==> src/hw/rtl/u16u8_pkg.sv <==
// ----------------------------------------------------------------------------
// u16u8_pkg: shared types and constants for the UTF-16BE / Latin-1 to UTF-8
// transcoder. Holds the front-end phase encoding and the work entry that
// travels from the front end through the queue to the byte encoder.
// ----------------------------------------------------------------------------
package u16u8_pkg;

    // Width of one Unicode code point
    localparam int CP_W = 21;

    // Default depth of the work queue between front end and encoder
    localparam int QUEUE_DEPTH = 4;

    // Byte order mark bytes
    localparam logic [7:0] BOM_HI = 8'hFE;
    localparam logic [7:0] BOM_LO = 8'hFF;

    // Position within a string
    typedef enum logic [1:0] {
        PH_START,   // expecting the first byte
        PH_FE,      // first byte was FE and is held
        PH_BODY     // past the start of the string
    } t_phase;

    // Work entry: up to two code points and the end-of-string flag.
    // A count of zero with last set is an end marker without a byte.
    typedef struct packed {
        logic [CP_W-1:0] cp0;
        logic [CP_W-1:0] cp1;
        logic [1:0]      n_cp;
        logic            last;
    } t_work;

endpackage

==> src/hw/rtl/u16u8_front.sv <==
// ----------------------------------------------------------------------------
// u16u8_front: input front end
// Accepts one raw byte per cycle while the queue is not full, tracks the byte
// order mark, takes Latin-1 bytes as code points, pairs UTF-16 bytes into code
// units, joins surrogate pairs and issues a work entry with the code points.
// ----------------------------------------------------------------------------
module u16u8_front
    import u16u8_pkg::*;
(
    input  logic       i_clk,
    input  logic       i_rst_n,
    input  logic       i_in_valid,
    output logic       o_in_ready,
    input  logic [7:0] i_in_byte,
    input  logic       i_last_in,
    input  logic       i_q_full,
    output logic       o_push,
    output t_work      o_work
);

    localparam logic [5:0] HIGH_TAG = 6'b110110;
    localparam logic [5:0] LOW_TAG  = 6'b110111;
    localparam logic [CP_W-1:0] SUPP_BASE = CP_W'(32'h10000);

    t_phase     r_phase, n_phase;
    logic       r_utf16, n_utf16;
    logic [7:0] r_held, n_held;
    logic       r_held_vld, n_held_vld;
    logic [9:0] r_hs, n_hs;
    logic       r_pend, n_pend;

    logic            accept;
    logic [15:0]     unit;
    logic            is_high;
    logic            is_low;
    logic [CP_W-1:0] pair_cp;
    logic [CP_W-1:0] c0, c1;
    logic [1:0]      cnt;

    assign o_in_ready = !i_q_full;
    assign accept     = i_in_valid && o_in_ready;

    // Classify the incoming code unit
    assign unit    = {r_held, i_in_byte};
    assign is_high = (unit[15:10] == HIGH_TAG);
    assign is_low  = (unit[15:10] == LOW_TAG);
    assign pair_cp = SUPP_BASE + {1'b0, r_hs, unit[9:0]};

    // Hold state registers
    always_ff @(posedge i_clk) begin
        if (!i_rst_n) begin
            r_phase    <= PH_START;
            r_utf16    <= 1'b0;
            r_held_vld <= 1'b0;
            r_pend     <= 1'b0;
        end else if (accept) begin
            r_phase    <= n_phase;
            r_utf16    <= n_utf16;
            r_held_vld <= n_held_vld;
            r_pend     <= n_pend;
        end
    end

    // Hold the waiting byte and high surrogate bits
    always_ff @(posedge i_clk) begin
        if (accept) begin
            r_held <= n_held;
            r_hs   <= n_hs;
        end
    end

    // Decode one byte into code points and next state
    always_comb begin
        n_phase    = r_phase;
        n_utf16    = r_utf16;
        n_held     = r_held;
        n_held_vld = r_held_vld;
        n_hs       = r_hs;
        n_pend     = r_pend;
        c0         = '0;
        c1         = '0;
        cnt        = 2'd0;

        case (r_phase)
            PH_START: begin
                if (i_in_byte == BOM_HI && !i_last_in) begin
                    n_phase = PH_FE;
                end else begin
                    c0      = CP_W'(i_in_byte);
                    cnt     = 2'd1;
                    n_phase = PH_BODY;
                    n_utf16 = 1'b0;
                end
            end
            PH_FE: begin
                n_phase = PH_BODY;
                if (i_in_byte == BOM_LO) begin
                    n_utf16    = 1'b1;
                    n_held_vld = 1'b0;
                end else begin
                    n_utf16 = 1'b0;
                    c0      = CP_W'(BOM_HI);
                    c1      = CP_W'(i_in_byte);
                    cnt     = 2'd2;
                end
            end
            default: begin
                if (!r_utf16) begin
                    c0  = CP_W'(i_in_byte);
                    cnt = 2'd1;
                end else if (!r_held_vld) begin
                    n_held     = i_in_byte;
                    n_held_vld = 1'b1;
                end else begin
                    n_held_vld = 1'b0;
                    if (r_pend && is_low) begin
                        // join the surrogate pair
                        n_pend = 1'b0;
                        c0     = pair_cp;
                        cnt    = 2'd1;
                    end else begin
                        // flush an unpaired high surrogate first
                        if (r_pend) begin
                            c0     = CP_W'({HIGH_TAG, r_hs});
                            cnt    = 2'd1;
                            n_pend = 1'b0;
                        end
                        if (is_high) begin
                            n_pend = 1'b1;
                            n_hs   = unit[9:0];
                        end else if (r_pend) begin
                            c1  = CP_W'(unit);
                            cnt = 2'd2;
                        end else begin
                            c0  = CP_W'(unit);
                            cnt = 2'd1;
                        end
                    end
                end
            end
        endcase

        // End of string: flush a waiting high surrogate, return to start
        if (i_last_in) begin
            if (n_utf16 && n_pend) begin
                if (cnt == 2'd0) begin
                    c0  = CP_W'({HIGH_TAG, n_hs});
                    cnt = 2'd1;
                end else begin
                    c1  = CP_W'({HIGH_TAG, n_hs});
                    cnt = 2'd2;
                end
            end
            n_phase    = PH_START;
            n_utf16    = 1'b0;
            n_held_vld = 1'b0;
            n_pend     = 1'b0;
        end
    end

    // Issue an entry when there is a code point or the string ends
    assign o_push      = accept && ((cnt != 2'd0) || i_last_in);
    assign o_work.cp0  = c0;
    assign o_work.cp1  = c1;
    assign o_work.n_cp = cnt;
    assign o_work.last = i_last_in;

    // A waiting surrogate or half unit exists only inside a UTF-16 body
    a_pend_mode: assert property (@(posedge i_clk) disable iff (!i_rst_n)
        r_pend |-> (r_utf16 && r_phase == PH_BODY))
        else $error("surrogate pending outside UTF-16 body");

    a_held_mode: assert property (@(posedge i_clk) disable iff (!i_rst_n)
        r_held_vld |-> (r_utf16 && r_phase == PH_BODY))
        else $error("held byte outside UTF-16 body");

endmodule

==> src/hw/rtl/u16u8_queue.sv <==
// ----------------------------------------------------------------------------
// u16u8_queue: work queue
// Small register FIFO of work entries between the front end and the
// byte encoder, so that each side stalls on its own.
// ----------------------------------------------------------------------------
module u16u8_queue
    import u16u8_pkg::*;
#(
    parameter int DEPTH = QUEUE_DEPTH
) (
    input  logic  i_clk,
    input  logic  i_rst_n,
    input  logic  i_push,
    input  t_work i_work,
    output logic  o_full,
    input  logic  i_pop,
    output logic  o_valid,
    output t_work o_head
);

    localparam int PTR_W = (DEPTH > 1) ? $clog2(DEPTH) : 1;
    localparam int CNT_W = $clog2(DEPTH + 1);

    t_work            r_mem [DEPTH];
    logic [PTR_W-1:0] r_wr, n_wr;
    logic [PTR_W-1:0] r_rd, n_rd;
    logic [CNT_W-1:0] r_count;

    assign o_full  = (r_count == CNT_W'(DEPTH));
    assign o_valid = (r_count != '0);
    assign o_head  = r_mem[r_rd];

    // Advance pointers with wrap
    assign n_wr = (r_wr == PTR_W'(DEPTH - 1)) ? '0 : r_wr + 1'b1;
    assign n_rd = (r_rd == PTR_W'(DEPTH - 1)) ? '0 : r_rd + 1'b1;

    // Write entries
    always_ff @(posedge i_clk) begin
        if (i_push) begin
            r_mem[r_wr] <= i_work;
        end
    end

    // Track pointers and fill level
    always_ff @(posedge i_clk) begin
        if (!i_rst_n) begin
            r_wr    <= '0;
            r_rd    <= '0;
            r_count <= '0;
        end else begin
            if (i_push) begin
                r_wr <= n_wr;
            end
            if (i_pop) begin
                r_rd <= n_rd;
            end
            if (i_push && !i_pop) begin
                r_count <= r_count + 1'b1;
            end else if (i_pop && !i_push) begin
                r_count <= r_count - 1'b1;
            end
        end
    end

    a_no_overflow: assert property (@(posedge i_clk) disable iff (!i_rst_n)
        o_full |-> !i_push)
        else $error("push into full queue");

    a_no_underflow: assert property (@(posedge i_clk) disable iff (!i_rst_n)
        !o_valid |-> !i_pop)
        else $error("pop from empty queue");

endmodule

==> src/hw/rtl/u16u8_back.sv <==
// ----------------------------------------------------------------------------
// u16u8_back: UTF-8 byte encoder
// Takes the work entry at the queue head and emits its code points as UTF-8,
// one byte per cycle while the output is taken, into an output register.
// ----------------------------------------------------------------------------
module u16u8_back
    import u16u8_pkg::*;
(
    input  logic       i_clk,
    input  logic       i_rst_n,
    input  logic       i_q_valid,
    input  t_work      i_head,
    output logic       o_pop,
    output logic       o_out_valid,
    input  logic       i_out_ready,
    output logic [7:0] o_out_byte,
    output logic       o_end_of_string,
    output logic       o_no_byte
);

    // Sequence length minus one
    function automatic logic [1:0] seq_len(input logic [CP_W-1:0] cp);
        logic [1:0] len;
        if (cp[20:16] != '0) begin
            len = 2'd3;
        end else if (cp[15:11] != '0) begin
            len = 2'd2;
        end else if (cp[10:7] != '0) begin
            len = 2'd1;
        end else begin
            len = 2'd0;
        end
        return len;
    endfunction

    // Byte idx of the UTF-8 sequence of cp
    function automatic logic [7:0] seq_byte(input logic [CP_W-1:0] cp,
                                            input logic [1:0] len,
                                            input logic [1:0] idx);
        logic [7:0] b;
        b = {2'b10, cp[5:0]};
        case (len)
            2'd0: b = cp[7:0];
            2'd1: begin
                if (idx == 2'd0) b = {3'b110, cp[10:6]};
            end
            2'd2: begin
                case (idx)
                    2'd0:    b = {4'b1110, cp[15:12]};
                    2'd1:    b = {2'b10, cp[11:6]};
                    default: b = {2'b10, cp[5:0]};
                endcase
            end
            default: begin
                case (idx)
                    2'd0:    b = {5'b11110, cp[20:18]};
                    2'd1:    b = {2'b10, cp[17:12]};
                    2'd2:    b = {2'b10, cp[11:6]};
                    default: b = {2'b10, cp[5:0]};
                endcase
            end
        endcase
        return b;
    endfunction

    logic       r_slot;
    logic [1:0] r_idx;
    logic       r_out_valid;
    logic [7:0] r_out_byte;
    logic       r_eos;
    logic       r_no_byte;

    logic [CP_W-1:0] cur_cp;
    logic [1:0]      cur_len;
    logic            marker;
    logic            last_of_cp;
    logic            last_of_entry;
    logic            emit;
    logic [7:0]      n_out_byte;

    // Select the current code point and byte
    assign cur_cp        = r_slot ? i_head.cp1 : i_head.cp0;
    assign cur_len       = seq_len(cur_cp);
    assign marker        = (i_head.n_cp == 2'd0);
    assign last_of_cp    = (r_idx == cur_len);
    assign last_of_entry = marker ||
                           (last_of_cp && ((i_head.n_cp != 2'd2) || r_slot));
    assign n_out_byte    = marker ? 8'h00 : seq_byte(cur_cp, cur_len, r_idx);

    assign emit  = i_q_valid && (!r_out_valid || i_out_ready);
    assign o_pop = emit && last_of_entry;

    // Advance through the entry
    always_ff @(posedge i_clk) begin
        if (!i_rst_n) begin
            r_slot <= 1'b0;
            r_idx  <= 2'd0;
        end else if (emit) begin
            if (last_of_entry) begin
                r_slot <= 1'b0;
                r_idx  <= 2'd0;
            end else if (last_of_cp) begin
                r_slot <= 1'b1;
                r_idx  <= 2'd0;
            end else begin
                r_idx <= r_idx + 1'b1;
            end
        end
    end

    // Hold the output transfer until taken
    always_ff @(posedge i_clk) begin
        if (!i_rst_n) begin
            r_out_valid <= 1'b0;
        end else if (emit) begin
            r_out_valid <= 1'b1;
        end else if (i_out_ready) begin
            r_out_valid <= 1'b0;
        end
    end

    always_ff @(posedge i_clk) begin
        if (emit) begin
            r_out_byte <= n_out_byte;
            r_eos      <= i_head.last && last_of_entry;
            r_no_byte  <= marker;
        end
    end

    assign o_out_valid     = r_out_valid;
    assign o_out_byte      = r_out_byte;
    assign o_end_of_string = r_eos;
    assign o_no_byte       = r_no_byte;

    // A marker transfer always closes the string and carries a zero byte
    a_marker: assert property (@(posedge i_clk) disable iff (!i_rst_n)
        (r_out_valid && r_no_byte) |-> (r_eos && r_out_byte == 8'h00))
        else $error("malformed end marker");

endmodule

==> src/hw/rtl/utf16be_or_latin1_to_utf8.sv <==
// ----------------------------------------------------------------------------
// utf16be_or_latin1_to_utf8: streaming text transcoder
// Reads a byte string as UTF-16BE when it opens with FE FF and as Latin-1
// otherwise, and emits UTF-8 bytes with an end-of-string flag.
// ----------------------------------------------------------------------------
// The front end takes one input byte per cycle whenever the work queue has
// room; the encoder behind the queue emits one UTF-8 byte per cycle while its
// output is taken. An input byte yields as many output bytes as its code
// points need: none for the first byte of a UTF-16 unit, for the byte order
// mark, for a high surrogate held for its partner or for a dropped odd
// trailing byte; one for ASCII; two for a Latin-1 byte from 80 up; one to
// three for other UTF-16 units and four for a joined surrogate pair; up to
// six for a high surrogate flushed together with another unit at the end of
// a string; and one transfer for an end marker. The front end takes input
// while the encoder works; the QUEUE_DEPTH-entry queue absorbs bursts.
// ----------------------------------------------------------------------------
module utf16be_or_latin1_to_utf8
    import u16u8_pkg::*;
#(
    parameter int QUEUE_DEPTH = u16u8_pkg::QUEUE_DEPTH
) (
    input  logic       i_clk,
    input  logic       i_rst_n,
    input  logic       i_in_valid,
    output logic       o_in_ready,
    input  logic [7:0] i_in_byte,
    input  logic       i_last_in,
    output logic       o_out_valid,
    input  logic       i_out_ready,
    output logic [7:0] o_out_byte,
    output logic       o_end_of_string,
    output logic       o_no_byte
);

    logic  q_full;
    logic  q_push;
    logic  q_pop;
    logic  q_valid;
    t_work q_in;
    t_work q_head;

    // Classify input bytes
    u16u8_front u_front (
        .i_clk      (i_clk),
        .i_rst_n    (i_rst_n),
        .i_in_valid (i_in_valid),
        .o_in_ready (o_in_ready),
        .i_in_byte  (i_in_byte),
        .i_last_in  (i_last_in),
        .i_q_full   (q_full),
        .o_push     (q_push),
        .o_work     (q_in)
    );

    // Decouple front end and encoder
    u16u8_queue #(
        .DEPTH (QUEUE_DEPTH)
    ) u_queue (
        .i_clk   (i_clk),
        .i_rst_n (i_rst_n),
        .i_push  (q_push),
        .i_work  (q_in),
        .o_full  (q_full),
        .i_pop   (q_pop),
        .o_valid (q_valid),
        .o_head  (q_head)
    );

    // Encode code points into UTF-8 bytes
    u16u8_back u_back (
        .i_clk           (i_clk),
        .i_rst_n         (i_rst_n),
        .i_q_valid       (q_valid),
        .i_head          (q_head),
        .o_pop           (q_pop),
        .o_out_valid     (o_out_valid),
        .i_out_ready     (i_out_ready),
        .o_out_byte      (o_out_byte),
        .o_end_of_string (o_end_of_string),
        .o_no_byte       (o_no_byte)
    );

endmodule
==> config.mk <==
export PLATFORM = sky130hd
export DESIGN_NAME = utf16be_or_latin1_to_utf8
export DESIGN_NICKNAME = d
export VERILOG_FILES = /design/src/hw/rtl/u16u8_pkg.sv /design/src/hw/rtl/u16u8_front.sv /design/src/hw/rtl/u16u8_queue.sv /design/src/hw/rtl/u16u8_back.sv /design/src/hw/rtl/utf16be_or_latin1_to_utf8.sv
export SDC_FILE = /design/constraint.sdc
export NUM_CORES = 1
export LEC_CHECK = 0
export CORE_ASPECT_RATIO = 0.75
export CORE_MARGIN = 2
export CORE_UTILIZATION = 39
export DETAILED_ROUTE_END_ITERATION = 16
export DONT_BUFFER_PORTS = 1
export SLEW_MARGIN = 20
export SYNTH_ARGS = -nofsm -noshare
export SYNTH_HDL_FRONTEND = slang
export SYNTH_HIERARCHICAL = 1
export SYNTH_SLANG_ARGS = --single-unit
export TNS_END_PERCENT = 30
==> constraint.sdc <==
create_clock -name i_clk -period 8.3 [get_ports i_clk]
set_input_delay 1.245 -clock i_clk [delete_from_list [all_inputs] [get_ports i_clk]]
set_output_delay 1.245 -clock i_clk [all_outputs]
set_load 0.02 [all_outputs]
; ---- Word-level counts from Yosys, hierarchy flattened
; Memories as Yosys holds them, arrays and structs flattened. A register that Yosys moved wholly into a read port is not among the register bits.
; Index checks and enable logic that the tools add are counted.
[classes]
n_bitwise = 2
n_reduce_logical = 40
mux = 79
n_addsub = 6
n_eq_ne = 16
[ops]
columns = op, n
row1 = two-way mux 21 bit, 15
row2 = one-hot mux 21 bit (2 select lines), 2
row3 = two-way mux 10 bit, 5
row4 = two-way mux 16 bit, 3
row5 = two-way mux 2 bit, 19
row6 = two-way mux 8 bit, 3
row7 = one-hot mux 8 bit (3 select lines), 1
row8 = two-way mux 1 bit, 22
row9 = adder 17 x 20 -> 21 bit (first input constant), 1
row10 = one-hot mux 7 bit (3 select lines), 1
row11 = equality test 8 bit (second input constant), 2
row12 = one-hot mux 7 bit (2 select lines), 1
row13 = equality test 6 bit (second input constant), 2
row14 = logical AND 1 bit, 11
row15 = logical NOT 2 bit, 5
row16 = nonzero test 5 bit, 2
row17 = nonzero test 3 bit, 3
row18 = equality test 2 bit (second input constant), 4
row19 = one-hot mux 2 bit (2 select lines), 2
row20 = AND reduction 4 bit, 2
row21 = nonzero test 2 bit, 4
row22 = two-way mux 7 bit, 1
row23 = adder 2 x 1 -> 2 bit (second input constant), 3
row24 = equality test 2 x 1 -> 1 bit (second input constant), 3
row25 = 14 further kinds, 26
[word_totals]
ram_bits = 180
out_inout_bits = 12
register_bits = 44
memories = 1
in_bits = 13
[mem_list]
columns = name, depth, word_bits, rd, rd_clocked_by_memory_dff, write_ports, line_no
row1 = u_queue.r_mem, 4, 45, 1, 1, 1, u16u8_queue.sv:24  ; t_work r_mem [DEPTH];

; ---- Longest topological paths before layout
[depth]
word_depth = 17
ltp_mapped = 17
depth_no_buf = 15

; ---- Cells and area by module
; Netlist, hierarchy kept.
[by_module_without_submodules]
columns = module, cells_each, n_inst, area_per_inst_um2, seq_area_each_um2
row1 = u16u8_queue, 279, 1, 7013.0, 5585.4
row2 = u16u8_front, 201, 1, 1767.9, 640.6
row3 = u16u8_back, 157, 1, 1437.6, 380.4

; ---- Least setup slack after synthesis
; Ideal clock, no wire load.
[synth_path]
kind = input -> register
from = in i_in_byte[5]
to = mem u_queue/r_mem[0][0] (netlist name), enable pin
cell_stages = 5
setup_slack_ps = 4505
arrival_ps = 3388
path_buffers = 0
cell_sequence = and4_1 -> a21oi_2 -> a311oi_2 -> a21oi_1 -> and2_1
[synth_via]
elab_chain_len = 13
elab_cells_between_ends = 19
classes_between = eq/ne: 2 / mux: 11 / reduce/logical: 6
[synth_lines]
columns = element, line_no
row1 = "start, declared", utf16be_or_latin1_to_utf8.sv:26  ; input logic [7:0] i_in_byte,
row2 = equality test 8 bit, u16u8_front.sv:86  ; if (i_in_byte == BOM_HI && !i_last_in) begin
row3 = logical AND 1 bit, u16u8_front.sv:86
row4 = two-way mux 1 bit, u16u8_front.sv:86
row5 = one-hot mux 2 bit (2 select lines), u16u8_front.sv:84  ; case (r_phase)
row6 = logical NOT 2 bit, u16u8_front.sv:146  ; if (cnt == 2'd0) begin
row7 = two-way mux 2 bit, u16u8_front.sv:146
row8 = two-way mux 2 bit, u16u8_front.sv:145  ; if (n_utf16 && n_pend) begin
row9 = two-way mux 2 bit *, u16u8_front.sv:144  ; if (i_last_in) begin
row10 = nonzero test 2 bit *, u16u8_front.sv:162  ; assign o_push = accept && ((cnt != 2'd0) || i_last_in);
row11 = logical OR 1 bit *, u16u8_front.sv:162
row12 = logical AND 1 bit *, u16u8_front.sv:162
row13 = named net q_push, utf16be_or_latin1_to_utf8.sv:36  ; logic q_push;
row14 = two-way mux 1 bit *, u16u8_queue.sv:39  ; if (i_push) begin
row15 = two-way mux 1 bit (not written as such) *, u16u8_queue.sv:40  ; r_mem[r_wr] <= i_work;
row16 = "end, declared", u16u8_queue.sv:24
; The timed path passes the listed nets; every way through them passes the cells marked *.

==> results.json <==
{
  "clock_latency_ns": 0.51,
  "synth-main-ff-cell": "edfxtp_1",
  "vias": 5710,
  "finalSetupViolations": 0,
  "grt_use_total_pct": 16.2,
  "core_um2": 25800,
  "ys_warn_count": 6,
  "nets": 669,
  "required_ns": 8.71,
  "synth_seq_area_share_pct": 64.7,
  "setup_ws_ns": 3.82,
  "netlist_area_um2": 10200,
  "dp_hpwl_mm": 14.4,
  "clk_pin_slew_ns": 0.06,
  "fin_skew_ns": 0.0205,
  "worstMarginPinSlew_ns": 1.08,
  "min_period_ns": 4.48,
  "hold_viol": 0,
  "ctsLongestPathBuffers": 3,
  "start_util_pct": 39.5,
  "routedWlPerCell_um": 22.0,
  "yosys.area.top_type": "edfxtp_1",
  "grt_start_max_net_pins": 46,
  "antenna_cells": 0,
  "arrival_ns": 4.89,
  "cts_setup_buffers": 0,
  "die_h_um": 144,
  "hold_class": "reg2reg",
  "ant_nets": 0,
  "rows": 51,
  "place_ws_ns": 3.78,
  "fillCellCount": 2255,
  "outcome": "completed",
  "final_max_slew_viol_count": 0,
  "synth_area_leaders": "edfxtp_1 (61%), mux4_2 (8.8%), dfxtp_1 (3.5%), mux2_2 (3.0%), ha_1 (2.1%)",
  "worstSetupPathType": "reg2reg",
  "overflow": 0,
  "cts_num_sinks": 226,
  "synth_edf_count": 208,
  "wl_mm": 22.0,
  "final.period_utilization_pct": 54.0,
  "peakVddDrop_uv": 131,
  "drive_gt1_share_pct": 20.8,
  "synth_top_area_share_pct": 61.1,
  "htree_levels": 1,
  "dieArea_um2": 27500,
  "crit_slowest_cell": "buf_4",
  "maxSlewHeadroom_pct": 28.2,
  "synth.avg_cell_area_um2": 16.0,
  "synth_cell_types": 70,
  "numPortBuffers": 0,
  "pwr-share-seq_pct": 47.7,
  "cts_tree": "done",
  "antenna_found_initial": 2,
  "cts_root_buf": "clkbuf_16",
  "cts_resized": 0,
  "power.share.clock_pct": 31.1,
  "grt_pass1_vias": 5518,
  "grt_pass1_wl_mm": 33.4,
  "p_sw_share_pct": 28.8,
  "drc_errors": 0,
  "fin_util_pct": 43.3,
  "viasPerCell": 5.72,
  "startpoint_type": "flip-flop",
  "p_per_area_nw_per_um2": 284,
  "finalWeightedCongestion": 0.847,
  "cts_hold_buf": 0,
  "crit_fanout": 45,
  "max_stage_delay_ns": 0.68,
  "end_kind": "flip-flop",
  "io_pins": 25,
  "syn_to_final_growth_pct": 9.56,
  "cts_buffers": 23,
  "maxCapViolations": 0,
  "ys_seq_elements": 226,
  "rsz0062_at_grt": "false",
  "path_cells": "buf_4 > mux4_2 > nor4b_1 > a22oi_1 > a21oi_1 > o21ai_2 > o211ai_2 > o21ai_0 > a21oi_1 > inv_1 > ha_1 > inv_1 > fa_1 > xor2_1 > or3_1 > a21boi_0",
  "tns_ns": 0,
  "dieWidth_um": 191,
  "power.internal_mw": 2.27,
  "syn_inst": 637,
  "p_sw_mw": 0.917,
  "comb_power_share_pct": 21.2,
  "clock.fmax_ghz": 0.223,
  "drtIter0Drc": 511,
  "async_flop_share_pct": 0,
  "drt_pass1_iterations": 5,
  "p_leak_nw": 3.63
}
worst max-delay path: cells and delay by family, from the launching register on:
family	cells	cell delay, ns
flops	1	0.31
mux	1	0.62
simple gates	2	0.65
buf+inv	3	0.85
compound gates	7	1.46
xor+xnor	1	0.07
fa+ha+maj	2	0.38
final cells by class:
class / instances / area (µm²) / share of cell area, %
Clock buffer: 25 / 583 / 5.21
Clock inverter: 16 / 139 / 1.24
Inverter: 20 / 75.1 / 0.671
Multi-Input combinational cell: 359 / 3300 / 29.5
Sequential cell: 226 / 6610 / 59.0
Tap cell: 344 / 430 / 3.84
Timing Repair Buffer: 8 / 60.1 / 0.536
final timing paths:
check	from	end	slack (ns)	depth (start not counted)
hold / removal	u_front/r_held_vld$_SDFFE_PN0P_	u_front/r_held_vld$_SDFFE_PN0P_	0.54	2
hold reg to reg	u_front/r_held_vld$_SDFFE_PN0P_	u_front/r_held_vld$_SDFFE_PN0P_	0.54	2
setup / recovery	flip-flop	u_queue/r_count[2]$_SDFFE_PN0P_	3.82	16
setup reg to reg	flip-flop	u_queue/r_count[2]$_SDFFE_PN0P_	3.82	16
kinds of logic after synthesis:
kind of cell,synth area share (%)
buf+inv,3.26
simple gates,7.26
other cells,0.0367
compound gates,7.92
fa+ha+maj,2.28
xor+xnor,0.343
mux,14.3
flops,64.7
power groups by stage:
stage / Combinational [mW] / Clock (mW) / Sequential (mW)
floorplan: 0.524 / 0 / 1.52
global placement: 0.666 / 0 / 1.54
detailed placement: 0.678 / 0 / 1.54
CTS: 0.682 / 1.01 / 1.52
global route: 0.744 / 1.06 / 1.53
finish: 0.676 / 0.991 / 1.52
per-stage QoR:
stage                     power [mW]  cells  cell area, µm²  hold WS [ns]
final                           3.18    998           11200         0.539
after global routing            3.34    998           11200         0.556
after CTS                       3.22    998           11200         0.537
after detailed placement        2.22    957           10500         0.533
after global placement          2.20    957           10500         0.483
after floorplan                 2.04    641           10200         0.467
metal layers:
layer	global-route usage (%)	up-vias	wire length, µm
li1	-	2536	-
met1	23.9	2930	10200
met2	24.9	204	9950
met3	3.45	40	1500
met4	3.02	0	330
met5	0	-	0
Yosys cell counts, types with 3 or more instances:
master	instances
edfxtp_1	208
mux4_2	40
a21oi_1	27
mux2_2	27
o21ai_0	27
nand2_1	26
nor2_1	23
inv_1	19
dfxtp_1	18
ha_1	17
and2_1	16
clkbuf_1	13
nor2b_1	13
nand3_1	10
a22o_1	9
buf_2	9
mux2i_1	9
a221oi_1	8
nand2b_1	7
buf_4	6
a211oi_1	5
a21boi_0	5
and3_1	5
mux4_1	5
nand4_1	5
nor4_1	5
o21a_1	5
a21o_2	4
a222oi_1	4
buf_12	4
a31oi_1	3
buf_6	3
nor3_1	3
sequential cells by signal (all words and copies together) (netlist names), 2 cells and up, named ones only:
name	cells
u_back/o_out_byte	8
u_back/r_idx	2
u_front/r_held	8
u_front/r_hs	10
u_front/r_phase	2
u_queue/r_count	3
u_queue/r_mem	180
u_queue/r_rd	2
u_queue/r_wr	2
cells in the final DEF (no fill, tap or decap), types with 6 or more instances in the layout:
| cell type | netlist | layout |
|---|---|---|
| a22o_1 | 9 | 9 |
| inv_1 | 19 | 19 |
| nand3_1 | 10 | 10 |
| nor2b_1 | 13 | 13 |
| edfxtp_1 | 208 | 208 |
| and2_1 | 16 | 12 |
| mux2i_1 | 9 | 9 |
| buf_4 | 6 | 8 |
| nand2b_1 | 7 | 7 |
| a21oi_1 | 27 | 27 |
| a221oi_1 | 8 | 8 |
| mux2_2 | 27 | 27 |
| mux4_2 | 40 | 40 |
| clkinv_2 | 0 | 6 |
| o21ai_0 | 27 | 27 |
| nor2_1 | 23 | 23 |
| ha_1 | 17 | 17 |
| dfxtp_1 | 18 | 16 |
| nand2_1 | 26 | 26 |
| clkbuf_16 | 0 | 23 |
Note: power is estimated with default switching activity, not from simulation.
